===== config.mk =====
export PLATFORM = sky130hd
export DESIGN_NAME = status_keyword_parser_core_flat
export DESIGN_NICKNAME = d
export VERILOG_FILES = /design/src/design/skp_pkg.sv /design/src/design/skp_if.sv /design/src/design/status_keyword_parser_core.sv /design/src/flat_wrapper.sv
export SDC_FILE = /design/constraint.sdc
export NUM_CORES = 1
export LEC_CHECK = 0
export ABC_AREA = 1
export BUFFER_PORTS_ARGS = -buffer_cell sky130_fd_sc_hd__buf_2
export CELL_PAD_IN_SITES_DETAIL_PLACEMENT = 2
export CELL_PAD_IN_SITES_GLOBAL_PLACEMENT = 2
export CORE_ASPECT_RATIO = 2
export CORE_MARGIN = 8
export CORE_UTILIZATION = 32
export DETAILED_ROUTE_END_ITERATION = 6
export PLACE_DENSITY_LB_ADDON = 0.1
export REMOVE_ABC_BUFFERS = 1
export SLEW_MARGIN = 20
export SYNTH_ARGS = -nofsm -noshare
export SYNTH_HDL_FRONTEND = slang
export SYNTH_SLANG_ARGS = --single-unit

===== constraint.sdc =====
create_clock -name clock -period 4.96 [get_ports clock]
set_clock_uncertainty 0.05 [all_clocks]
set_input_delay 0.744 -clock clock [delete_from_list [all_inputs] [get_ports clock]]
set_output_delay 0.744 -clock clock [all_outputs]
set_load 0.01 [all_outputs]

===== src/design/skp_pkg.sv =====
// Shared types, character constants and keyword tables for the status keyword parser.
`default_nettype none

package skp_pkg;

   // Field widths of the request and response transactions.
   localparam int unsigned BYTE_W   = 8;
   localparam int unsigned STATUS_W = 2;

   // Keyword table geometry.
   localparam int unsigned KW_COUNT   = 4;
   localparam int unsigned KW_MAX_LEN = 9;
   localparam int unsigned POS_W      = 4;
   localparam int unsigned PREFIX_LEN = 6;

   // Characters with a special role in the message grammar.
   localparam logic [BYTE_W-1:0] CHAR_SPACE   = 8'h20;
   localparam logic [BYTE_W-1:0] CHAR_TAB     = 8'h09;
   localparam logic [BYTE_W-1:0] CHAR_COLON   = 8'h3A;
   localparam logic [BYTE_W-1:0] CHAR_ZERO    = 8'h30;
   localparam logic [BYTE_W-1:0] CHAR_THREE   = 8'h33;
   localparam logic [BYTE_W-1:0] CHAR_UPPER_A = 8'h41;
   localparam logic [BYTE_W-1:0] CHAR_UPPER_Z = 8'h5A;
   localparam logic [BYTE_W-1:0] CASE_OFFSET  = 8'h20;

   // Status codes, which are also the keyword indexes.
   typedef enum logic [STATUS_W-1:0] {
      STATUS_IDLE      = 2'd0,
      STATUS_WORKING   = 2'd1,
      STATUS_ATTENTION = 2'd2,
      STATUS_URGENT    = 2'd3
   } status_type;

   // Keyword text, right-justified so that the last letter sits in the low byte.
   localparam logic [BYTE_W*KW_MAX_LEN-1:0] KW_TEXT [KW_COUNT] = '{
      72'("idle"), 72'("working"), 72'("attention"), 72'("urgent")
   };
   localparam logic [POS_W-1:0] KW_LEN [KW_COUNT] = '{4'd4, 4'd7, 4'd9, 4'd6};
   localparam logic [BYTE_W*PREFIX_LEN-1:0] PREFIX_TEXT = "signal";

   // Request and response payloads.
   typedef struct packed {
      logic [BYTE_W-1:0] byte_in;
      logic              last_byte;
   } req_payload_type;

   typedef struct packed {
      logic                parsed_ok;
      logic [STATUS_W-1:0] status_code;
   } rsp_payload_type;

   // Fold an upper-case ASCII letter to lower case; other bytes pass unchanged.
   function automatic logic [BYTE_W-1:0] lower_byte(input logic [BYTE_W-1:0] b);
      if (b >= CHAR_UPPER_A && b <= CHAR_UPPER_Z) begin
         return b + CASE_OFFSET;
      end
      return b;
   endfunction

   // Letter at a position of a status keyword; only meaningful below its length.
   function automatic logic [BYTE_W-1:0] keyword_char(input logic [STATUS_W-1:0] k,
                                                      input logic [POS_W-1:0] pos);
      logic [POS_W-1:0] idx;
      idx = KW_LEN[k] - pos - 4'd1;
      return KW_TEXT[k][{idx, 3'b000} +: BYTE_W];
   endfunction

   // Letter at a position of the optional prefix word.
   function automatic logic [BYTE_W-1:0] prefix_char(input logic [2:0] pos);
      logic [2:0] idx;
      idx = 3'(PREFIX_LEN - 1) - pos;
      return PREFIX_TEXT[{idx, 3'b000} +: BYTE_W];
   endfunction

endpackage

`default_nettype wire


===== src/design/skp_if.sv =====
// Valid/ready channel interfaces for the request and response transactions.
`default_nettype none

interface skp_req_if import skp_pkg::*; ();
   logic              valid;
   logic              ready;
   logic [BYTE_W-1:0] byte_in;
   logic              last_byte;

   modport source (output valid, output byte_in, output last_byte, input ready);
   modport sink   (input valid, input byte_in, input last_byte, output ready);
endinterface

interface skp_rsp_if import skp_pkg::*; ();
   logic                valid;
   logic                ready;
   logic                parsed_ok;
   logic [STATUS_W-1:0] status_code;

   modport source (output valid, output parsed_ok, output status_code, input ready);
   modport sink   (input valid, input parsed_ok, input status_code, output ready);
endinterface

`default_nettype wire


===== src/design/status_keyword_parser_core.sv =====
// Top level of the status keyword parser: input register, parse step and result register.
//
// The parser takes a message one byte per transaction on the request channel, with
// last_byte set on its final byte, and answers with one response transaction per
// message. Leading spaces and tabs are skipped; a body of exactly one byte '0'..'3'
// gives that digit as the status; otherwise an optional case-insensitive "signal"
// prefix and the spaces, tabs and colons after it are skipped, and the rest must
// begin with "idle", "working", "attention" or "urgent" (case-insensitive, trailing
// bytes ignored). A failed parse reports parsed_ok = 0 with status_code = 0. One byte
// is accepted every cycle while the parser does not stall; a byte is held in the input
// register and its parse state update is done as it leaves that register, where a
// final byte also loads the result register that presents the response. The only
// stall comes from a response that has not been taken while another final byte
// waits to be reported.
`default_nettype none

module status_keyword_parser_core import skp_pkg::*; (
   input  wire logic  clock,
   input  wire logic  reset,
   skp_req_if.sink    req_ch,
   skp_rsp_if.source  rsp_ch
);

   typedef enum logic [2:0] {
      PH_LEAD   = 3'd0,
      PH_SIGNAL = 3'd1,
      PH_SEP    = 3'd2,
      PH_WORD   = 3'd3,
      PH_DONE   = 3'd4,
      PH_FAIL   = 3'd5
   } phase_type;

   // Input register.
   logic              in_valid_ff;
   logic [BYTE_W-1:0] in_byte_ff;
   logic              in_last_ff;

   // Parse state.
   phase_type           phase_ff, phase_in;
   logic [POS_W-1:0]    pos_ff, pos_in;
   logic [STATUS_W-1:0] kw_ff, kw_in;
   logic [1:0]          body_ff, body_in;
   logic [BYTE_W-1:0]   first_ff, first_in;
   logic [STATUS_W-1:0] held_ff, held_in;

   // Result register.
   logic            rsp_valid_ff;
   rsp_payload_type rsp_ff, rsp_in;

   logic              advance;
   logic              rsp_free;
   logic [BYTE_W-1:0] low_byte;
   logic              is_blank;
   logic              start_hit;
   logic [STATUS_W-1:0] start_kw;
   logic [POS_W-1:0]  pos_next;

   // The result slot is free when empty or being emptied in this cycle.
   assign rsp_free = !rsp_valid_ff || rsp_ch.ready;
   assign advance  = in_valid_ff && (!in_last_ff || rsp_free);
   assign req_ch.ready = !in_valid_ff || advance;

   assign rsp_ch.valid       = rsp_valid_ff;
   assign rsp_ch.parsed_ok   = rsp_ff.parsed_ok;
   assign rsp_ch.status_code = rsp_ff.status_code;

   assign low_byte = lower_byte(in_byte_ff);
   assign is_blank = (in_byte_ff == CHAR_SPACE) || (in_byte_ff == CHAR_TAB);
   assign pos_next = pos_ff + 4'd1;

   // Pick the keyword whose first letter matches the current byte.
   always_comb begin
      start_hit = 1'b0;
      start_kw  = '0;
      for (int k = 0; k < KW_COUNT; k++) begin
         if (!start_hit && keyword_char(STATUS_W'(k), '0) == low_byte) begin
            start_hit = 1'b1;
            start_kw  = STATUS_W'(k);
         end
      end
   end

   // One parse step on the byte leaving the input register.
   always_comb begin
      phase_in = phase_ff;
      pos_in   = pos_ff;
      kw_in    = kw_ff;
      body_in  = body_ff;
      first_in = first_ff;
      held_in  = held_ff;

      if (phase_ff != PH_LEAD && body_ff < 2'd2) begin
         body_in = body_ff + 2'd1;
      end

      case (phase_ff)
         PH_LEAD: begin
            if (!is_blank) begin
               body_in  = 2'd1;
               first_in = in_byte_ff;
               if (low_byte == prefix_char('0)) begin
                  pos_in   = 4'd1;
                  phase_in = PH_SIGNAL;
               end else if (start_hit) begin
                  kw_in    = start_kw;
                  pos_in   = 4'd1;
                  phase_in = PH_WORD;
               end else begin
                  phase_in = PH_FAIL;
               end
            end
         end
         PH_SIGNAL: begin
            if (pos_ff < POS_W'(PREFIX_LEN) && low_byte == prefix_char(pos_ff[2:0])) begin
               pos_in = pos_next;
               if (pos_next >= POS_W'(PREFIX_LEN)) begin
                  phase_in = PH_SEP;
               end
            end else begin
               phase_in = PH_FAIL;
            end
         end
         PH_SEP: begin
            if (!(is_blank || in_byte_ff == CHAR_COLON)) begin
               if (start_hit) begin
                  kw_in    = start_kw;
                  pos_in   = 4'd1;
                  phase_in = PH_WORD;
               end else begin
                  phase_in = PH_FAIL;
               end
            end
         end
         PH_WORD: begin
            if (pos_ff < KW_LEN[kw_ff] && low_byte == keyword_char(kw_ff, pos_ff)) begin
               pos_in = pos_next;
               if (pos_next >= KW_LEN[kw_ff]) begin
                  held_in  = kw_ff;
                  phase_in = PH_DONE;
               end
            end else begin
               phase_in = PH_FAIL;
            end
         end
         default: begin
            // Done, failed and unused codes hold their state.
         end
      endcase

      // Verdict on the final byte: a lone digit wins over a keyword match.
      if (body_in == 2'd1 && first_in >= CHAR_ZERO && first_in <= CHAR_THREE) begin
         rsp_in.parsed_ok   = 1'b1;
         rsp_in.status_code = first_in[STATUS_W-1:0];
      end else if (phase_in == PH_DONE) begin
         rsp_in.parsed_ok   = 1'b1;
         rsp_in.status_code = held_in;
      end else begin
         rsp_in.parsed_ok   = 1'b0;
         rsp_in.status_code = STATUS_IDLE;
      end
   end

   // Input register takes a transaction whenever it is empty or draining.
   always_ff @(posedge clock) begin
      if (reset) begin
         in_valid_ff <= 1'b0;
      end else if (req_ch.ready) begin
         in_valid_ff <= req_ch.valid;
      end
      if (req_ch.ready && req_ch.valid) begin
         in_byte_ff <= req_ch.byte_in;
         in_last_ff <= req_ch.last_byte;
      end
   end

   // Parse state; a final byte returns it to the start of a message.
   always_ff @(posedge clock) begin
      if (reset || (advance && in_last_ff)) begin
         phase_ff <= PH_LEAD;
         pos_ff   <= '0;
         kw_ff    <= '0;
         body_ff  <= '0;
         first_ff <= '0;
         held_ff  <= '0;
      end else if (advance) begin
         phase_ff <= phase_in;
         pos_ff   <= pos_in;
         kw_ff    <= kw_in;
         body_ff  <= body_in;
         first_ff <= first_in;
         held_ff  <= held_in;
      end
   end

   // Result register holds one response until the sink takes it.
   always_ff @(posedge clock) begin
      if (reset) begin
         rsp_valid_ff <= 1'b0;
      end else if (advance && in_last_ff) begin
         rsp_valid_ff <= 1'b1;
      end else if (rsp_ch.ready) begin
         rsp_valid_ff <= 1'b0;
      end
      if (advance && in_last_ff) begin
         rsp_ff <= rsp_in;
      end
   end

endmodule

`default_nettype wire

===== src/flat_wrapper.sv =====
// flat-port wrapper written by rule: the top's interface ports become plain ports
module status_keyword_parser_core_flat import skp_pkg::*;
  (clock, reset, req_ch_valid, req_ch_byte_in, req_ch_last_byte, req_ch_ready, rsp_ch_valid, rsp_ch_parsed_ok, rsp_ch_status_code, rsp_ch_ready);
  skp_req_if req_ch_i ();
  skp_rsp_if rsp_ch_i ();
  input  wire logic clock;
  input  wire logic reset;
  input wire logic [$bits(req_ch_i.valid)-1:0] req_ch_valid;
  input wire logic [$bits(req_ch_i.byte_in)-1:0] req_ch_byte_in;
  input wire logic [$bits(req_ch_i.last_byte)-1:0] req_ch_last_byte;
  output wire logic [$bits(req_ch_i.ready)-1:0] req_ch_ready;
  output wire logic [$bits(rsp_ch_i.valid)-1:0] rsp_ch_valid;
  output wire logic [$bits(rsp_ch_i.parsed_ok)-1:0] rsp_ch_parsed_ok;
  output wire logic [$bits(rsp_ch_i.status_code)-1:0] rsp_ch_status_code;
  input wire logic [$bits(rsp_ch_i.ready)-1:0] rsp_ch_ready;
  assign req_ch_i.valid = req_ch_valid;
  assign req_ch_i.byte_in = req_ch_byte_in;
  assign req_ch_i.last_byte = req_ch_last_byte;
  assign req_ch_ready = req_ch_i.ready;
  assign rsp_ch_valid = rsp_ch_i.valid;
  assign rsp_ch_parsed_ok = rsp_ch_i.parsed_ok;
  assign rsp_ch_status_code = rsp_ch_i.status_code;
  assign rsp_ch_i.ready = rsp_ch_ready;
  status_keyword_parser_core u_core (.clock(clock), .reset(reset), .req_ch(req_ch_i), .rsp_ch(rsp_ch_i));
endmodule

==> results.sh <==
export IMPL_post_cts_setup_buffers=0
export IMPL_setup_slack_ns=0.808
export IMPL_nets=523
export IMPL_tritoncts="done"
export IMPL_critPathBufInv=3
export IMPL_post_route_drc_count=0
export IMPL_area_delta_synth_final_pct=11.3
export IMPL_cts_hold_buf=0
export IMPL_synth_area_mm2=0.00303
export IMPL_max_stage_delay_ns=0.74
export IMPL_status="completed"
export IMPL_ys_seq_area_share_pct=27.1
export IMPL_h_tree_depth=2
export IMPL_cts_buffers=5
export IMPL_wl_met3_um=115
export IMPL_syn_instance_count=473
export IMPL_crit_chain="inv_1, ha_1, ha_1, inv_1, fa_1, inv_1, o21ai_0, nand2_1, nand2_1, nand2_1, nand2_1, nand2_1, nand2_1, nand3_1, nor2_2, nand2_2, nand2_2, nand2_1, nor2_2, nor2_2, nand3_1, nand2_1"
export IMPL_antenna_found_initial=0
export IMPL_drv_slew=0
export IMPL_max_freq_mhz=241
export IMPL_path_clk_slew_ns=0.06
export IMPL_crit_path_start_kind="flop"
export IMPL_synth_top_cells_by_count="nand2_1 (134), inv_1 (68), nor2_1 (47)"
export IMPL_dp_slack_ns=0.788
export IMPL_critPathKind="reg -> reg"
export IMPL_first_global_vias=3473
export IMPL_critPathSlowestCell="fa_1"
export IMPL_grt_pass1_wl_um=17800
export IMPL_drtPass1Iterations=3
export IMPL_seq_area_um2=821
export IMPL_dr_wl_met2_um=6690
export IMPL_min_delay_path_class="reg -> reg"
export IMPL_drv_cap=0
export IMPL_critical_path_top_delay_family="simple AND/OR/NAND/NOR gates"
export IMPL_synth_largest_area_cell="nand2_1"
export IMPL_drive_gt1_share_pct=13.5
export IMPL_whs_ns=0.439
export IMPL_die_area_mm2=0.0130
export IMPL_synth_cell_type_count=33
export IMPL_clockRootBuffer="clkbuf_16"
export IMPL_rrSetupSlack_ns=0.81
export IMPL_multi_input_area_mm2=0.00188
export IMPL_synth_edf_count=12
export IMPL_initial_utilization_pct=32.5
export IMPL_worstPathRequired_ns=4.95
export IMPL_port_buffers=17
export IMPL_cts_sinks=35
export IMPL_ant_nets=0
export IMPL_period_share_pct=83.7
export IMPL_hpwl_um=9040
export IMPL_setup_viol=0
export IMPL_num_io_pins=18
export IMPL_yosys_most_used_dff="dfxtp_1"
export IMPL_wl_met1_um=3700
export IMPL_track_usage_pct=17.6
export IMPL_cp_end_kind="flop"
export IMPL_gp_congestion=0.857
export IMPL_wl_per_cell_um=18.3
export IMPL_ys_warn_count=0
export IMPL_die_x_um=84.8
export IMPL_powerDensity_mw_per_mm2=258
export IMPL_synth_top_area_share_pct=16.6
export IMPL_clk_latency_ns=0.29
export IMPL_worst_pin_slew_ns=0.710
export IMPL_vias=3115
export IMPL_rsz0062_at_grt="false"
export IMPL_clockBufferDepth=2
export IMPL_fin_crit_ns=4.15
export IMPL_wl_um=10900
export IMPL_nFillCells=1168
export IMPL_n_antenna_cell=0
export IMPL_maxSlewHeadroom_pct=52.6
export IMPL_cts_resized=0
export IMPL_ir_drop_uv=210
export IMPL_tns_ns=0
export IMPL_yosys_cell_count_top_type="nand2_1"
export IMPL_die_h_um=154
export IMPL_synth_seq_cells=35
export IMPL_core_mm2=0.00932
export IMPL_grt_max_degree=23
export IMPL_avgViaCountPerCell=5.25
export IMPL_finalHoldViolCount=0
export IMPL_grt_ovfl_total=0
export IMPL_cpMostUsedCell="nand2_1"
export IMPL_crit_fanout=12
export IMPL_yosys_top_cells_area="nand2_1 (17%), dfxtp_1 (15%), edfxtp_1 (12%)"
export IMPL_cp_arrival_ns=4.15
export IMPL_avgSynthCellArea_um2=6.41
export IMPL_p_leak_nw=1.72
export IMPL_topRoutingLayerUsed="met4"
export IMPL_rows=50
export IMPL_async_reset_ff_share_pct=0
export IMPL_drt_iter0_markers=69
==> path summary, 6_finish.rpt <==
kind / start / cells after the start / end
worst max-delay path: u_core.kw_ff[0] / 22 / u_core.rsp_ch.status_code[0]
worst min-delay path: u_core.body_ff[1] / 2 / u_core.body_ff[1]
worst min register to register: u_core.body_ff[1] / 2 / u_core.body_ff[1]
worst max register to register: u_core.kw_ff[0] / 22 / u_core.rsp_ch.status_code[0]
==> where the power goes <==
group / switching, mW / leakage, nW / internal, mW / total [mW]
combinational: 0.111 / 1.32 / 0.0486 / 0.159
clock: 0.130 / 0.0875 / 0.253 / 0.383
sequential: 0.0173 / 0.307 / 0.313 / 0.330
==> layout make-up <==
class / count / share of cell area [%]
repair buffers: 17 / 2.52
clock buffers: 6 / 4.11
well taps: 104 / 3.85
clock inverters: 2 / 1.15
flip-flops and latches: 35 / 24.3
inverters: 74 / 8.23
multi-input cells: 355 / 55.8
==> flip-flops by register name (all words and copies together), names as in the netlist <==
register / flops
u_core.in_valid_ff: 1
u_core.in_byte_ff: 8
u_core.kw_ff: 2
u_core.pos_ff: 4
u_core.held_ff: 2
u_core.in_last_ff: 1
u_core.body_ff: 2
u_core.rsp_ch.valid: 1
u_core.phase_ff: 3
u_core.first_ff: 8
u_core.rsp_ch.status_code: 2
u_core.rsp_ch.parsed_ok: 1
==> placed cells by master, fill, tap and decap left out, types with 2 or more instances in the layout <==
master | netlist | routed
a21oi_1 | 17 | 17
a21oi_2 | 6 | 6
buf_2 | 3 | 17
clkbuf_16 | 0 | 5
dfxtp_1 | 23 | 23
edfxtp_1 | 12 | 12
ha_1 | 21 | 21
inv_1 | 68 | 68
inv_2 | 6 | 6
nand2_1 | 134 | 134
nand2_2 | 10 | 10
nand3_1 | 37 | 37
nand3_2 | 4 | 4
nand4_1 | 10 | 10
nor2_1 | 47 | 47
nor2_2 | 10 | 10
nor2_4 | 3 | 3
nor3_1 | 4 | 4
o211ai_1 | 6 | 6
o21ai_0 | 32 | 32
o21ai_1 | 2 | 2
xor2_1 | 4 | 4
==> kinds of logic (layout without fill, tap and decap cells) <==
group,count (synthesis),after routing,share of synthesized area (%)
adder cells (fa/ha/maj),22,22,9.33
XOR/XNOR,4,4,1.16
buffers and inverters,83,99,10.8
AO/OA/AOI/OAI,67,67,12.6
AND/OR/NAND/NOR,262,262,39.0
flip-flops,35,35,27.1
==> per-stage QoR <==
| step | cells | util (%) | power, mW | area [µm²] |
|---|---|---|---|---|
| final | 593 | 36.2 | 0.872 | 3380 |
| after global routing | 593 | 36.2 | 0.914 | 3380 |
| after CTS | 593 | 36.2 | 0.887 | 3380 |
| after detailed placement | 585 | 34.3 | 0.498 | 3200 |
| after global placement | 585 | 34.3 | 0.490 | 3200 |
| after floorplan | 464 | - | 0.444 | 2980 |
==> per-layer routing <==
layer	vias to the layer above	GRT usage (%)
li1	1538	-
met1	1531	15.0
met2	25	37.8
met3	21	1.98
met4	0	7.96
met5	-	0
==> worst register-to-register path: stages (launching register included) <==
cell     delay [ns]
dfxtp_1        0.50
inv_1          0.23
ha_1           0.38
ha_1           0.18
inv_1          0.06
fa_1           0.74
inv_1          0.17
o21ai_0        0.25
nand2_1        0.09
nand2_1        0.07
nand2_1        0.06
nand2_1        0.06
nand2_1        0.06
nand2_1        0.06
nand3_1        0.07
nor2_2         0.24
nand2_2        0.09
nand2_2        0.11
nand2_1        0.08
nor2_2         0.16
nor2_2         0.07
nand3_1        0.07
nand2_1        0.06
Note: power is estimated with default switching activity, not from simulation.
